<file path="src/hw/rtl/kct_pkg.sv">
`default_nettype none

package kct_pkg;

    typedef enum logic [2:0] {
        OP_TICK  = 3'd0,
        OP_MUX   = 3'd1,
        OP_KEY   = 3'd2,
        OP_START = 3'd3,
        OP_CLEAR = 3'd4
    } op_t;

    typedef enum logic [2:0] {
        KIND_DIGIT    = 3'd0,
        KIND_EQUALS   = 3'd1,
        KIND_SUM      = 3'd2,
        KIND_SUB      = 3'd3,
        KIND_MULT     = 3'd4,
        KIND_DIVIDE   = 3'd5,
        KIND_ON_CLEAR = 3'd6,
        KIND_UNKNOWN  = 3'd7
    } kind_t;

    localparam logic [7:0] LOCKOUT_RESET = 8'd6;
    localparam logic [7:0] SEG_DP        = 8'h80;
    localparam int unsigned BCD_DIGITS   = 3;

    typedef logic [BCD_DIGITS-1:0][3:0] bcd_t;

    typedef struct packed {
        kind_t      kind;
        logic [3:0] digit;
    } key_info_t;

    typedef struct packed {
        logic [7:0] segments;
        logic [2:0] digit_select;
        logic       done_led;
        logic       running;
        logic [9:0] remaining_tenths;
        logic [9:0] entered_tenths;
        kind_t      key_kind;
    } result_t;

    function automatic logic [7:0] seg_pattern(input logic [3:0] value);
        logic [7:0] pattern;
        case (value)
            4'd0: pattern = 8'h3F;
            4'd1: pattern = 8'h06;
            4'd2: pattern = 8'h5B;
            4'd3: pattern = 8'h4F;
            4'd4: pattern = 8'h66;
            4'd5: pattern = 8'h6D;
            4'd6: pattern = 8'h7D;
            4'd7: pattern = 8'h07;
            4'd8: pattern = 8'h7F;
            4'd9: pattern = 8'h6F;
            default: pattern = 8'h00;
        endcase
        return pattern;
    endfunction

endpackage

`default_nettype wire

</file>
<file path="src/hw/rtl/keypad_countdown_timer_7seg.sv">
`default_nettype none

// Keypad countdown timer with a multiplexed 7-segment display. Each item is
// taken into the input register and its result is then loaded into the output
// register; the block sustains one item per cycle as long as m_ready is high.
// The whole state update for an item is done in one pass of logic between
// those registers. Items are ticks of 10 ms, display mux ticks, key presses,
// start and clear; every item yields exactly one result showing the state
// after it. The remaining time is kept both as a binary tenths count and as
// decimal digits, so no division is needed for the display. Write
// lockout_ticks only while no item is in flight.
module keypad_countdown_timer_7seg #(
    parameter int DISPLAY_DIGITS = 3
) (
    input  wire logic        aclk,
    input  wire logic        aresetn,

    input  wire logic        s_valid,
    output logic             s_ready,
    input  wire logic [2:0]  s_operation,
    input  wire logic [7:0]  s_key_code,

    output logic             m_valid,
    input  wire logic        m_ready,
    output logic [7:0]       m_segments,
    output logic [2:0]       m_digit_select,
    output logic             m_done_led,
    output logic             m_running,
    output logic [9:0]       m_remaining_tenths,
    output logic [9:0]       m_entered_tenths,
    output logic [2:0]       m_key_kind,

    input  wire logic        cfg_wr_en,
    input  wire logic [7:0]  cfg_wr_data
);
    import kct_pkg::*;

    logic       in_valid_reg;
    logic [2:0] op_reg;
    logic [7:0] code_reg;
    logic       out_valid_reg;
    result_t    out_reg;
    result_t    result;
    logic       advance;
    logic       fire;

    assign advance = !out_valid_reg || m_ready;
    assign fire    = in_valid_reg && advance;
    assign s_ready = !in_valid_reg || advance;

    kct_core #(
        .DISPLAY_DIGITS (DISPLAY_DIGITS)
    ) u_core (
        .aclk        (aclk),
        .aresetn     (aresetn),
        .fire        (fire),
        .operation   (op_reg),
        .key_code    (code_reg),
        .cfg_wr_en   (cfg_wr_en),
        .cfg_wr_data (cfg_wr_data),
        .result      (result)
    );

    always_ff @(posedge aclk) begin
        if (!aresetn) begin
            in_valid_reg  <= 1'b0;
            out_valid_reg <= 1'b0;
        end else begin
            if (s_valid && s_ready) begin
                in_valid_reg <= 1'b1;
            end else if (fire) begin
                in_valid_reg <= 1'b0;
            end
            if (fire) begin
                out_valid_reg <= 1'b1;
            end else if (m_ready) begin
                out_valid_reg <= 1'b0;
            end
        end
    end

    // payload registers: load on accept, hold otherwise
    always_ff @(posedge aclk) begin
        if (s_valid && s_ready) begin
            op_reg   <= s_operation;
            code_reg <= s_key_code;
        end
        if (fire) begin
            out_reg <= result;
        end
    end

    assign m_valid            = out_valid_reg;
    assign m_segments         = out_reg.segments;
    assign m_digit_select     = out_reg.digit_select;
    assign m_done_led         = out_reg.done_led;
    assign m_running          = out_reg.running;
    assign m_remaining_tenths = out_reg.remaining_tenths;
    assign m_entered_tenths   = out_reg.entered_tenths;
    assign m_key_kind         = out_reg.key_kind;

endmodule

`default_nettype wire

</file>
<file path="src/hw/rtl/kct_keypad.sv">
`default_nettype none

module kct_keypad (
    input  wire logic [7:0]        key_code,
    output kct_pkg::key_info_t     key_info
);
    import kct_pkg::*;

    // scan codes: row nibble low, column nibble high (active-low lines)
    localparam logic [7:0] SC_ON_CLEAR = 8'd231;
    localparam logic [7:0] SC_0        = 8'd215;
    localparam logic [7:0] SC_EQUALS   = 8'd183;
    localparam logic [7:0] SC_SUM      = 8'd119;
    localparam logic [7:0] SC_1        = 8'd235;
    localparam logic [7:0] SC_2        = 8'd219;
    localparam logic [7:0] SC_3        = 8'd187;
    localparam logic [7:0] SC_SUB      = 8'd123;
    localparam logic [7:0] SC_4        = 8'd237;
    localparam logic [7:0] SC_5        = 8'd221;
    localparam logic [7:0] SC_6        = 8'd189;
    localparam logic [7:0] SC_MULT     = 8'd125;
    localparam logic [7:0] SC_7        = 8'd238;
    localparam logic [7:0] SC_8        = 8'd222;
    localparam logic [7:0] SC_9        = 8'd190;
    localparam logic [7:0] SC_DIVIDE   = 8'd126;

    always_comb begin
        key_info.kind  = KIND_DIGIT;
        key_info.digit = 4'd0;
        case (key_code)
            SC_ON_CLEAR: key_info.kind = KIND_ON_CLEAR;
            SC_0:        key_info.digit = 4'd0;
            SC_EQUALS:   key_info.kind = KIND_EQUALS;
            SC_SUM:      key_info.kind = KIND_SUM;
            SC_1:        key_info.digit = 4'd1;
            SC_2:        key_info.digit = 4'd2;
            SC_3:        key_info.digit = 4'd3;
            SC_SUB:      key_info.kind = KIND_SUB;
            SC_4:        key_info.digit = 4'd4;
            SC_5:        key_info.digit = 4'd5;
            SC_6:        key_info.digit = 4'd6;
            SC_MULT:     key_info.kind = KIND_MULT;
            SC_7:        key_info.digit = 4'd7;
            SC_8:        key_info.digit = 4'd8;
            SC_9:        key_info.digit = 4'd9;
            SC_DIVIDE:   key_info.kind = KIND_DIVIDE;
            default:     key_info.kind = KIND_UNKNOWN;
        endcase
    end

endmodule

`default_nettype wire

</file>
<file path="src/hw/rtl/kct_core.sv">
`default_nettype none

module kct_core #(
    parameter int DISPLAY_DIGITS = 3
) (
    input  wire logic              aclk,
    input  wire logic              aresetn,
    input  wire logic              fire,
    input  wire logic [2:0]        operation,
    input  wire logic [7:0]        key_code,
    input  wire logic              cfg_wr_en,
    input  wire logic [7:0]        cfg_wr_data,
    output kct_pkg::result_t       result
);
    import kct_pkg::*;

    localparam int MUX_W = (DISPLAY_DIGITS > 1) ? $clog2(DISPLAY_DIGITS) : 1;

    key_info_t        key_info;

    logic [7:0]       lockout_ticks_reg;
    logic [9:0]       dur_reg, dur_next;
    bcd_t             dur_bcd_reg, dur_bcd_next;
    logic [1:0]       digits_reg, digits_next;
    logic             counting_reg, counting_next;
    logic             led_reg, led_next;
    logic [7:0]       lock_reg, lock_next;
    logic [MUX_W-1:0] mux_reg, mux_next;
    logic [9:0]       rem_reg, rem_next;
    bcd_t             rem_bcd_reg, rem_bcd_next;
    logic [3:0]       hund_reg, hund_next;

    logic [2:0]       idx;
    logic [3:0]       idx_inc;
    logic [7:0]       sel_full;
    logic [3:0]       shown;
    logic [13:0]      dur_sum;
    logic [13:0]      dur_x10;

    kct_keypad u_keypad (
        .key_code (key_code),
        .key_info (key_info)
    );

    assign idx      = 3'(mux_reg);
    assign idx_inc  = {1'b0, idx} + 4'd1;
    assign sel_full = 8'd1 << idx;
    assign dur_sum  = 14'(dur_reg) + 14'(key_info.digit);
    assign dur_x10  = (dur_sum << 3) + (dur_sum << 1);

    always_comb begin
        case (idx)
            3'd0:    shown = rem_bcd_reg[0];
            3'd1:    shown = rem_bcd_reg[1];
            3'd2:    shown = rem_bcd_reg[2];
            default: shown = 4'd0;
        endcase
    end

    always_comb begin
        dur_next      = dur_reg;
        dur_bcd_next  = dur_bcd_reg;
        digits_next   = digits_reg;
        counting_next = counting_reg;
        led_next      = led_reg;
        lock_next     = lock_reg;
        mux_next      = mux_reg;
        rem_next      = rem_reg;
        rem_bcd_next  = rem_bcd_reg;
        hund_next     = hund_reg;

        result.segments     = 8'd0;
        result.digit_select = 3'd0;
        result.key_kind     = KIND_UNKNOWN;

        case (operation)
            OP_TICK: begin
                if (lock_reg != 8'd0) begin
                    lock_next = lock_reg - 8'd1;
                end
                if (counting_reg && !(rem_reg == 10'd0 && hund_reg == 4'd0)) begin
                    if (hund_reg != 4'd0) begin
                        hund_next = hund_reg - 4'd1;
                    end else begin
                        // borrow from the tenths count, binary and decimal alike
                        hund_next = 4'd9;
                        rem_next  = rem_reg - 10'd1;
                        if (rem_bcd_reg[0] != 4'd0) begin
                            rem_bcd_next[0] = rem_bcd_reg[0] - 4'd1;
                        end else begin
                            rem_bcd_next[0] = 4'd9;
                            if (rem_bcd_reg[1] != 4'd0) begin
                                rem_bcd_next[1] = rem_bcd_reg[1] - 4'd1;
                            end else begin
                                rem_bcd_next[1] = 4'd9;
                                rem_bcd_next[2] = rem_bcd_reg[2] - 4'd1;
                            end
                        end
                    end
                end
                if (counting_reg && rem_next == 10'd0 && hund_next == 4'd0) begin
                    counting_next = 1'b0;
                    led_next      = 1'b1;
                end
            end
            OP_MUX: begin
                if (counting_reg) begin
                    result.segments     = seg_pattern(shown) | ((idx == 3'd1) ? SEG_DP : 8'd0);
                    result.digit_select = sel_full[2:0];
                    mux_next = (idx_inc >= 4'(DISPLAY_DIGITS)) ? '0 : MUX_W'(idx_inc);
                end
            end
            OP_KEY: begin
                result.key_kind = key_info.kind;
                if (lock_reg == 8'd0) begin
                    lock_next = lockout_ticks_reg;
                    if (!counting_reg && key_info.kind == KIND_DIGIT && digits_reg != 2'd3) begin
                        if (digits_reg != 2'd2) begin
                            // seconds digit: shift in, tenths stays zero
                            dur_next        = dur_x10[9:0];
                            dur_bcd_next[2] = dur_bcd_reg[1];
                            dur_bcd_next[1] = key_info.digit;
                            dur_bcd_next[0] = 4'd0;
                        end else begin
                            dur_next        = dur_sum[9:0];
                            dur_bcd_next[0] = key_info.digit;
                        end
                        digits_next = digits_reg + 2'd1;
                    end
                end
            end
            OP_START: begin
                if (lock_reg == 8'd0) begin
                    lock_next = lockout_ticks_reg;
                    if (!counting_reg) begin
                        hund_next = 4'd0;
                        if (dur_reg == 10'd0) begin
                            rem_next     = 10'd0;
                            rem_bcd_next = '0;
                            led_next     = 1'b1;
                        end else begin
                            rem_next      = dur_reg;
                            rem_bcd_next  = dur_bcd_reg;
                            counting_next = 1'b1;
                            mux_next      = '0;
                        end
                    end
                end
            end
            OP_CLEAR: begin
                if (lock_reg == 8'd0) begin
                    lock_next     = lockout_ticks_reg;
                    dur_next      = 10'd0;
                    dur_bcd_next  = '0;
                    digits_next   = 2'd0;
                    counting_next = 1'b0;
                    led_next      = 1'b0;
                    mux_next      = '0;
                    rem_next      = 10'd0;
                    rem_bcd_next  = '0;
                    hund_next     = 4'd0;
                end
            end
            default: begin
            end
        endcase

        result.done_led         = led_next;
        result.running          = counting_next;
        result.remaining_tenths = rem_next;
        result.entered_tenths   = dur_next;
    end

    always_ff @(posedge aclk) begin
        if (!aresetn) begin
            lockout_ticks_reg <= LOCKOUT_RESET;
            dur_reg           <= 10'd0;
            dur_bcd_reg       <= '0;
            digits_reg        <= 2'd0;
            counting_reg      <= 1'b0;
            led_reg           <= 1'b0;
            lock_reg          <= 8'd0;
            mux_reg           <= '0;
            rem_reg           <= 10'd0;
            rem_bcd_reg       <= '0;
            hund_reg          <= 4'd0;
        end else begin
            if (cfg_wr_en) begin
                lockout_ticks_reg <= cfg_wr_data;
            end
            if (fire) begin
                dur_reg      <= dur_next;
                dur_bcd_reg  <= dur_bcd_next;
                digits_reg   <= digits_next;
                counting_reg <= counting_next;
                led_reg      <= led_next;
                lock_reg     <= lock_next;
                mux_reg      <= mux_next;
                rem_reg      <= rem_next;
                rem_bcd_reg  <= rem_bcd_next;
                hund_reg     <= hund_next;
            end
        end
    end

    a_counting_nonzero: assert property (@(posedge aclk) disable iff (!aresetn)
        counting_reg |-> (rem_reg != 10'd0 || hund_reg != 4'd0))
        else $error("countdown running at zero");

    a_rem_bcd_match: assert property (@(posedge aclk) disable iff (!aresetn)
        14'(rem_reg) == 14'(rem_bcd_reg[2]) * 14'd100 + 14'(rem_bcd_reg[1]) * 14'd10
                        + 14'(rem_bcd_reg[0]))
        else $error("remaining time digits disagree with binary count");

    a_dur_bcd_match: assert property (@(posedge aclk) disable iff (!aresetn)
        14'(dur_reg) == 14'(dur_bcd_reg[2]) * 14'd100 + 14'(dur_bcd_reg[1]) * 14'd10
                        + 14'(dur_bcd_reg[0]))
        else $error("duration digits disagree with binary duration");

    a_no_digits_no_duration: assert property (@(posedge aclk) disable iff (!aresetn)
        (digits_reg == 2'd0) |-> (dur_reg == 10'd0))
        else $error("duration set with no digits entered");

    a_hund_range: assert property (@(posedge aclk) disable iff (!aresetn)
        hund_reg <= 4'd9)
        else $error("hundredths digit out of range");

endmodule

`default_nettype wire
</file>
<file path="config.mk">
export PLATFORM = sky130hd
export DESIGN_NAME = keypad_countdown_timer_7seg
export DESIGN_NICKNAME = d
export VERILOG_FILES = /design/src/hw/rtl/kct_pkg.sv /design/src/hw/rtl/keypad_countdown_timer_7seg.sv /design/src/hw/rtl/kct_keypad.sv /design/src/hw/rtl/kct_core.sv
export SDC_FILE = /design/constraint.sdc
export NUM_CORES = 1
export LEC_CHECK = 0
export ABC_AREA = 1
export ABC_CLOCK_PERIOD_IN_PS = 3730
export CAP_MARGIN = 20
export CORE_MARGIN = 8
export CORE_UTILIZATION = 58
export DETAILED_ROUTE_END_ITERATION = 6
export DONT_BUFFER_PORTS = 1
export PLACE_DENSITY = 0.75
export REMOVE_ABC_BUFFERS = 1
export SYNTH_ARGS = -nofsm -noshare
export SYNTH_HDL_FRONTEND = slang
export SYNTH_SLANG_ARGS = --single-unit
</file>
<file path="constraint.sdc">
create_clock -name aclk -period 3.73 [get_ports aclk]
set_input_delay 0.1865 -clock aclk [delete_from_list [all_inputs] [get_ports aclk]]
set_output_delay 0.1865 -clock aclk [all_outputs]
set_load 0.05 [all_outputs]
</file>
# Word-level counts from Yosys, hierarchy flattened
# Memory sizes are Yosys's and may differ from the RTL's.
# Cells that the tools add are included.
# word_totals
register_bits,119
rom_bits,112
inputBits,24
out_inout_bits,38
wordCells,193
mem_count,1
# mem_list
name,words,word_bits,rd,rd_clocked_by_memory_dff,write_ports,line_no,source
(name not given),16,7,1,0,0,kct_pkg.sv:47,case (value)
# classes
addsub,10
order_cmp,1
n_eq_ne,38
shifts,1
n_mux,71
bitwise_logic,1
n_reduce_logical,44
# ops
cell,n
two-way mux 10 bit,11
equality test 8 bit (second input constant),12
two-way mux 12 bit,8
two-way mux 8 bit,7
two-way mux 4 bit,10
case mux 12 bit (3 select lines),1
case mux 4 bit (9 select lines),1
equality test 8 x 7 -> 1 bit (second input constant),4
zero test 10 bit,3
case mux 10 bit (3 select lines),1
case mux 12 bit (2 select lines),1
case mux 4 bit (3 select lines),2
case mux 3 bit (7 select lines),1
case mux 10 bit (2 select lines),1
!= test 2 x 1 -> 1 bit (second input constant),9
two-way mux 2 bit,8
case mux 8 bit (2 select lines),1
subtractor 4 x 1 -> 4 bit (second input constant),4
two-way mux 1 bit,14
!= test 2 bit (second input constant),7
AND reduction 7 bit,2
nonzero test 4 bit,3
adder 10 bit,1
adder 10 x 4 -> 10 bit,1
other kinds (32),53

# Longest topological paths before layout
# Gate-level depths: netlist of run 1.
# logic_depth
ltp_word,11
mapped_depth,28
depth_no_buf,28

# Hierarchy
# Synthesis of run 1 repeated with hierarchy kept, for this count alone.
# unflattened
cells_unflattened,916
area_unflattened_um2,6957.9
# by_module_without_submodules
mod,instances,cells_per_inst,area_each_um2,seq_area_each_um2
kct_core,1,789,5141.2,1401.3
keypad_countdown_timer_7seg,1,60,1506.4,1451.4
kct_keypad,1,67,310.3,0.0

# Worst setup path after synthesis of run 1
# OpenSTA, ideal clock, no wires.
# synth_timing
kind,reg-to-reg
from,register code_reg[2]
to,register out_reg (netlist bit m_entered_tenths[7]) (data pin)
setup_time_ns,0.255
arrival_ns,3.263
required_time_ns,3.475
slack_ns,0.212
stages_incl_launch_ff,23
path_cell_list,edfxtp_1 > nand2_1 > inv_1 > nand3_1 > nor2_1 > nor3b_1 > and2_1 > inv_1 > ha_1 > fa_1 > xor2_1 > ha_1 > inv_1 > fa_1 > nor2_1 > nor2_1 > o21bai_1 > xnor2_1 > nand2_1 > o21ai_0 > nand2_1 > nand3_1 > nand2_1
# synth_rtl
element,line_no,source
start: declaration,keypad_countdown_timer_7seg.sv:40,logic [7:0] code_reg;
start signal: assignment,keypad_countdown_timer_7seg.sv:86,code_reg <= s_key_code;
end signal: assignment,keypad_countdown_timer_7seg.sv:89,out_reg <= result;
end: declaration,keypad_countdown_timer_7seg.sv:42,result_t out_reg;

==> flow_summary.yaml, run 1 <==
drt:
  drc: 0
  avgRoutedWirePerCell_um: 15.5
  drt.antenna.violating_nets: 0
  drtPass1Iterations: 6
  vias_per_cell: 5.59
  num_vias: 6346
  routed_wl_um: 17500
  drt_iter0_drc: 610
cells_and_area:
  syn_to_final_growth_pct: 18.1
  n_fill_cell: 982
  layout.nets: 1022
  drive_gt1_frac: 0.134
  diodes: 0
yosys:
  synth_edf_count: 47
  syn_area_per_cell_um2: 7.41
  yosysUniqueCellTypes: 51
  synth_xor_xnor_area_share: 0.0127
  ys.flop_type: "dfxtp_1"
  postSynthCellCount: 930
  synth.cell_area_um2: 6890
  synthMuxAreaShare: 0
  async_flop_share: 0
  synth_top_family_by_area: "simple AND/OR/NAND/NOR gates"
  yosysWarnings: 0
  synth_adder_area_share: 0.0440
  synthSimpleGateAreaFrac: 0.264
  synth-seq-cells: 119
  synth_compound_area_frac: 0.171
  yosysSeqAreaShare: 0.414
global_routing:
  grt_usage: 0.219
  grt_pass1_vias: 5861
  grt_pass1_wl_um: 28000
  grt_use_met1: 0.268
  grt_max_degree: 44
  antenna_found_initial: 0
  met3_usage: 0.0591
  use_met2: 0.357
  grt.overflow.total: 0
  grt-busiest-layer: "met2"
min_path:
  hp-class: "input port to flop"
  min_path_cells: 3
  hp-start: "cfg_wr_en"
  hold_end: "u_core.lockout_ticks_reg[6]"
floorplan:
  core-area_um2: 11800
  dieWidth_um: 125
  start_util: 0.583
  die_h_um: 125
  num_rows: 40
  die-area_um2: 15600
  io_pins: 62
placement:
  gp_congestion: 0.918
  place_ws_ps: -22.8
  dp.final_hpwl_um: 12000
  io_buffers: 0
sta:
  tightestPinTransition_ps: 947
  fmaxAchievable_ghz: 0.277
  rsz0062_at_grt: "true"
  slew_viol_final: 0
  setup_violations: 0
  setup_slack_ps: 119
  relSlewSlack: 0.363
  fin_skew_ps: 5.56
  finalHoldViolCount: 0
  setup_tns_ps: 0
  period_share: 0.968
  post-route-min-period_ps: 3610
  hold-worst-slack_ps: 73.3
setup_path:
  worst-setup-path-type: "flop to flop"
  timing.rr.start: "code_reg[0]"
  critical-path-top-delay-family: "simple AND/OR/NAND/NOR gates"
  crit_required_ps: 4040
  reg2reg_depth: 25
  critical_path.max_stage_delay_ps: 430
  reg2reg_to: "u_core.dur_reg[9]"
  cp_max_fo: 4
  critPathArrivalTime_ps: 3920
  crit_slowest_cell: "edfxtp_1"
  startpoint_type: "flop"
  cp-end-kind: "flop"
  r2r_slack_ps: 120
  path_buf_inv: 4
  cpMostUsedCell: "nand2_1"
clock_tree:
  cts_buffers: 17
  cts_buffer_depth: 2
  cts_sinks: 119
  clk_pin_slew_ps: 50
  insertion_delay_ps: 420
  htreeDepth: 4
  cts_tree: "done"
  root_buffer: "clkbuf_16"
power:
  leakage_nw: 3.59
  pwr-share-seq: 0.411
  p_sw_w: 0.00106
  ir_drop_mv: 0.422
  pwr-share-comb: 0.148
  power.density_nw_per_um2: 462
  p_total_w: 0.00376
  pwr-share-clk: 0.442
  power.internal_w: 0.00270
  switching_share: 0.283
job:
  maxCapViolations: 0
outcome:
  status: "complete, no violations"
cells in the final DEF (no fill, tap or decap), types with 7 or more instances in the layout:
cell type,synthesis,routed
nand4_1,15,15
buf_4,0,22
nor2_2,7,10
a21oi_1,84,82
o21ai_1,9,10
nand2_1,198,194
nand3_1,56,52
nand3_2,4,8
inv_1,137,129
nor2_4,8,9
nand2_2,4,7
dlygate4sd3_1,0,23
o21ai_0,77,76
dfxtp_1,72,72
nor2_1,81,77
edfxtp_1,47,47
ha_1,21,16
clkbuf_16,0,19
o221ai_1,7,7
inv_2,10,19
power by group through the flow:
stage          Clock, W  Combinational [W]  Sequential, W
6_report        0.00166           0.000556        0.00154
5_1_grt         0.00174           0.000625        0.00155
4_1_cts         0.00167           0.000524        0.00154
3_5_place_dp          0           0.000491        0.00157
3_3_place_gp          0           0.000485        0.00157
2_1_floorplan         0           0.000380        0.00155
stage by stage:
step           area, um2  cells   util
6_report            8140   1135  0.689
3_5_place_dp        7070   1068  0.599
4_1_cts             7930   1123  0.671
5_1_grt             8140   1135  0.689
2_1_floorplan       6810    911      -
3_3_place_gp        7070   1068  0.599
worst max-delay path by stage:
stage / start / to / slack (ps) / cells after the start
5_1_grt: code_reg[0] / m_entered_tenths[7] / -70 / 24
4_1_cts: code_reg[6] / u_core.dur_reg[9] / 5 / 26
2_1_floorplan: code_reg[2] / u_core.dur_reg[9] / 200 / 25
3_3_place_gp: code_reg[6] / m_entered_tenths[7] / 100 / 23
3_5_place_dp: code_reg[6] / u_core.dur_reg[9] / -20 / 26
6_report: code_reg[0] / u_core.dur_reg[9] / 120 / 25
metal layers:
metal / share of wire / up-vias
li1: - / 3191
met1: 0.44 / 2901
met2: 0.47 / 222
met3: 0.070 / 32
met4: 0.018 / 0
met5: 0 / -
worst register-to-register path, cell delays in order, from the launching register on:
cell      delay, ps
edfxtp_1        430
nand2_1         120
nor3_2           50
inv_1            90
nor2_1           70
nor3b_2         180
and2_4          170
inv_2            40
ha_4            150
fa_2            390
xor2_2          170
ha_2            210
inv_2            40
fa_2            340
nor2_2          110
nor2_1           50
o21bai_1        200
nand2_1          90
nand2_1          80
a21oi_2          50
nand2_1          70
nand3_1          80
nand3_1         100
nand2_1          70
o21ai_1         110
inv_1            50
synthesized netlist by cell type, types with 2 or more instances:
master	n	area [um2]
nand2_1	198	743
inv_1	137	514
a21oi_1	84	420
nor2_1	81	304
o21ai_0	77	385
dfxtp_1	72	1440
nand3_1	56	280
edfxtp_1	47	1410
ha_1	21	263
clkbuf_1	15	56.3
nand4_1	15	93.8
inv_2	10	37.5
o21ai_1	9	45.0
nor2_4	8	90.1
nor2_2	7	43.8
o221ai_1	7	61.3
xor2_1	7	61.3
a31oi_1	6	37.5
nor3_1	5	25.0
o211ai_1	5	37.5
buf_2	4	20.0
clkinv_1	4	15.0
nand2_2	4	25.0
nand3_2	4	40.0
nand3b_1	4	30.0
o22ai_1	4	25.0
or2_2	4	25.0
nor3_2	3	30.0
o31ai_1	3	22.5
xnor2_1	3	26.3
a221oi_1	2	17.5
a22oi_1	2	15.0
a32oi_1	2	17.5
fa_1	2	40.0
nand2_4	2	22.5
kinds of logic (layout without fill, tap and decap cells):
group,count (synthesis),in the layout
buffers and inverters,170,228
AO/OA/AOI/OAI,211,211
adder cells (fa/ha/maj),23,23
flip-flops,119,119
XOR/XNOR,10,10
AND/OR/NAND/NOR,397,397
area by class of cell:
type | instances | area (um2) | area share
clock buffer | 22 | 497 | 0.0611
clock inverter | 10 | 116 | 0.0143
inverter | 151 | 567 | 0.0697
multi-input combinational | 641 | 3520 | 0.433
sequential | 119 | 2850 | 0.351
tap | 147 | 184 | 0.0226
timing repair buffer | 45 | 395 | 0.0486
what timing repair did:
item / 4_1_cts / 5_1_grt
pin swaps: 1 / 13
hold buffers: 23 / 0
gates cloned: 0 / 0
endpoints found under the hold margin: 42 / 0
buffers inserted: 0 / 13
gates resized for setup: 2 / 35
endpoints found under the setup margin: 2 / 8
Power figures use the tool's default switching activity.
==> inputs of run 2 (changes only) <==
- CELL_PAD_IN_SITES_DETAIL_PLACEMENT: not set -> 1
- CELL_PAD_IN_SITES_GLOBAL_PLACEMENT: not set -> 1
- CORE_UTILIZATION: 58 -> 43
- PLACE_DENSITY: 0.75 -> 0.76
==> run 2 against run 1 <==
- first-iteration DRC count fell by 33%
- total power up 7.3%
- cell area rose by 3.5%
- die area grew 30%
- sequential power about the same
- count of clock-buffer cells in the layout shrank 5
- utilization shrank 16 points
- global-route usage shrank 0.69 points
- clock power increased by 14%
==> flow_summary.yaml, run 2 (synthesis gave the netlist of run 1 again) <==
power:
  power.density_nw_per_um2: 479
  ir_drop_mv: 0.354
  p_total_w: 0.00403
  leakage_nw: 3.69
setup_path:
  cp_max_fo: 4
  crit_required_ps: 3910
  startpoint_type: "flop"
  r2r_slack_ps: 50
  critPathArrivalTime_ps: 3860
  cp-end-kind: "flop"
  worst-setup-path-type: "flop to flop"
clock_tree:
  root_buffer: "clkbuf_16"
  cts_buffers: 17
  cts_sinks: 119
  htreeDepth: 4
  clk_pin_slew_ps: 60
  insertion_delay_ps: 420
  cts_tree: "done"
  cts_buffer_depth: 2
cells_and_area:
  drive_gt1_frac: 0.145
  diodes: 0
  syn_to_final_growth_pct: 22.2
  layout.nets: 1032
  n_fill_cell: 1978
  fin_cells: 1214
  fin_area_um2: 8420
  final_common_cell: "nand2_1"
  final_cell_mix: "nand2_1 (196), inv_1 (128), a21oi_1 (82), nor2_1 (76), o21ai_0 (76)"
global_routing:
  grt_pass1_vias: 6772
  grt_max_degree: 46
  grt_pass1_wl_um: 33900
  antenna_found_initial: 0
  grt_usage: 0.212
  grt.overflow.total: 0
sta:
  hold-worst-slack_ps: 81.2
  relSlewSlack: 0.269
  finalHoldViolCount: 0
  tightestPinTransition_ps: 1090
  slew_viol_final: 0
  post-route-min-period_ps: 3680
  fmaxAchievable_ghz: 0.272
  fin_skew_ps: 8.03
  setup_violations: 0
  period_share: 0.986
  rsz0062_at_grt: "true"
  setup_tns_ps: 0
floorplan:
  io_pins: 62
  core-area_um2: 15800
  num_rows: 46
  die_h_um: 143
  dieWidth_um: 143
  start_util: 0.437
  die-area_um2: 20300
placement:
  dp.final_hpwl_um: 14700
  postPlaceCellArea_um2: 7180
  gp_congestion: 0.865
  io_buffers: 0
  dp.cells: 1138
drt:
  vias_per_cell: 5.40
  drtPass1Iterations: 5
  routed_wl_um: 21800
  avgRoutedWirePerCell_um: 18.0
  num_vias: 6555
  drt_iter0_drc: 411
  drt.antenna.violating_nets: 0
  drc: 0
job:
  maxCapViolations: 0
min_path:
  hp-class: "input port to flop"
outcome:
  status: "complete, no violations"
[run 2: stage by stage]
stage | setup slack [ps] | utilization
floorplan | 202 | -
global placement | 84.1 | 0.455
detailed placement | -117 | 0.455
CTS | 30.5 | 0.518
global route | -324 | 0.534
finish | 52.7 | 0.534
[run 2: power breakdown]
part           switching [W]  internal, W  total [W]
clock network       0.000639      0.00126    0.00190
logic               0.000394     0.000201   0.000595
registers           0.000117      0.00143    0.00154
[run 2: repair_timing]
item	in CTS	in global routing
setup endpoints to repair	8	8
hold buffers	23	0
setup buffers	4	16
resized for setup	10	31
hold endpoints to repair	42	0
pin swaps	7	11
[run 2: path summary, 6_finish.rpt]
| check | end | startpoint | cells past startpoint |
|---|---|---|---|
| hold / removal | u_core.lockout_ticks_reg[0] | cfg_wr_en | 3 |
| setup reg to reg | m_entered_tenths[7] | code_reg[5] | 24 |
| setup / recovery | m_entered_tenths[7] | code_reg[5] | 24 |
| hold reg to reg | u_core.dur_bcd_reg[3] | u_core.dur_bcd_reg[3] | 2 |
[run 2: layout make-up]
class	count	area [um2]	share of cell area
timing repair buffer	55	508	0.0604
multi-input combinational	641	3540	0.421
clock inverter	15	250	0.0297
inverter	151	567	0.0673
clock buffer	17	425	0.0505
sequential	119	2850	0.339
tap	216	270	0.0321
[run 2: layer usage]
metal  GRT usage  vias to the layer above  share of wire  routed length, um
li1            -                     3206              -                  -
met1       0.251                     3169           0.44               9660
met2       0.372                      140           0.50              10800
met3      0.0433                       40          0.039                842
met4      0.0710                        0          0.023                494
met5           0                        -              0                  0
[run 2: worst max-delay path, cell delays in order, from the launching register on]
cell      delay (ps)
edfxtp_1         400
inv_2             80
nor2_2            50
nand2_4           90
inv_2             40
nand2_2           80
nor3b_4          190
and2_4           180
inv_2             50
ha_4             160
fa_2             370
xor2_2           190
ha_2             230
inv_2             40
fa_2             350
nor2_2           130
nor2_1            50
o21bai_1         160
buf_4            140
xnor2_1          100
nand2_1           60
o21ai_0           80
nand2_1           70
nand3_1           90
nand2_1           60
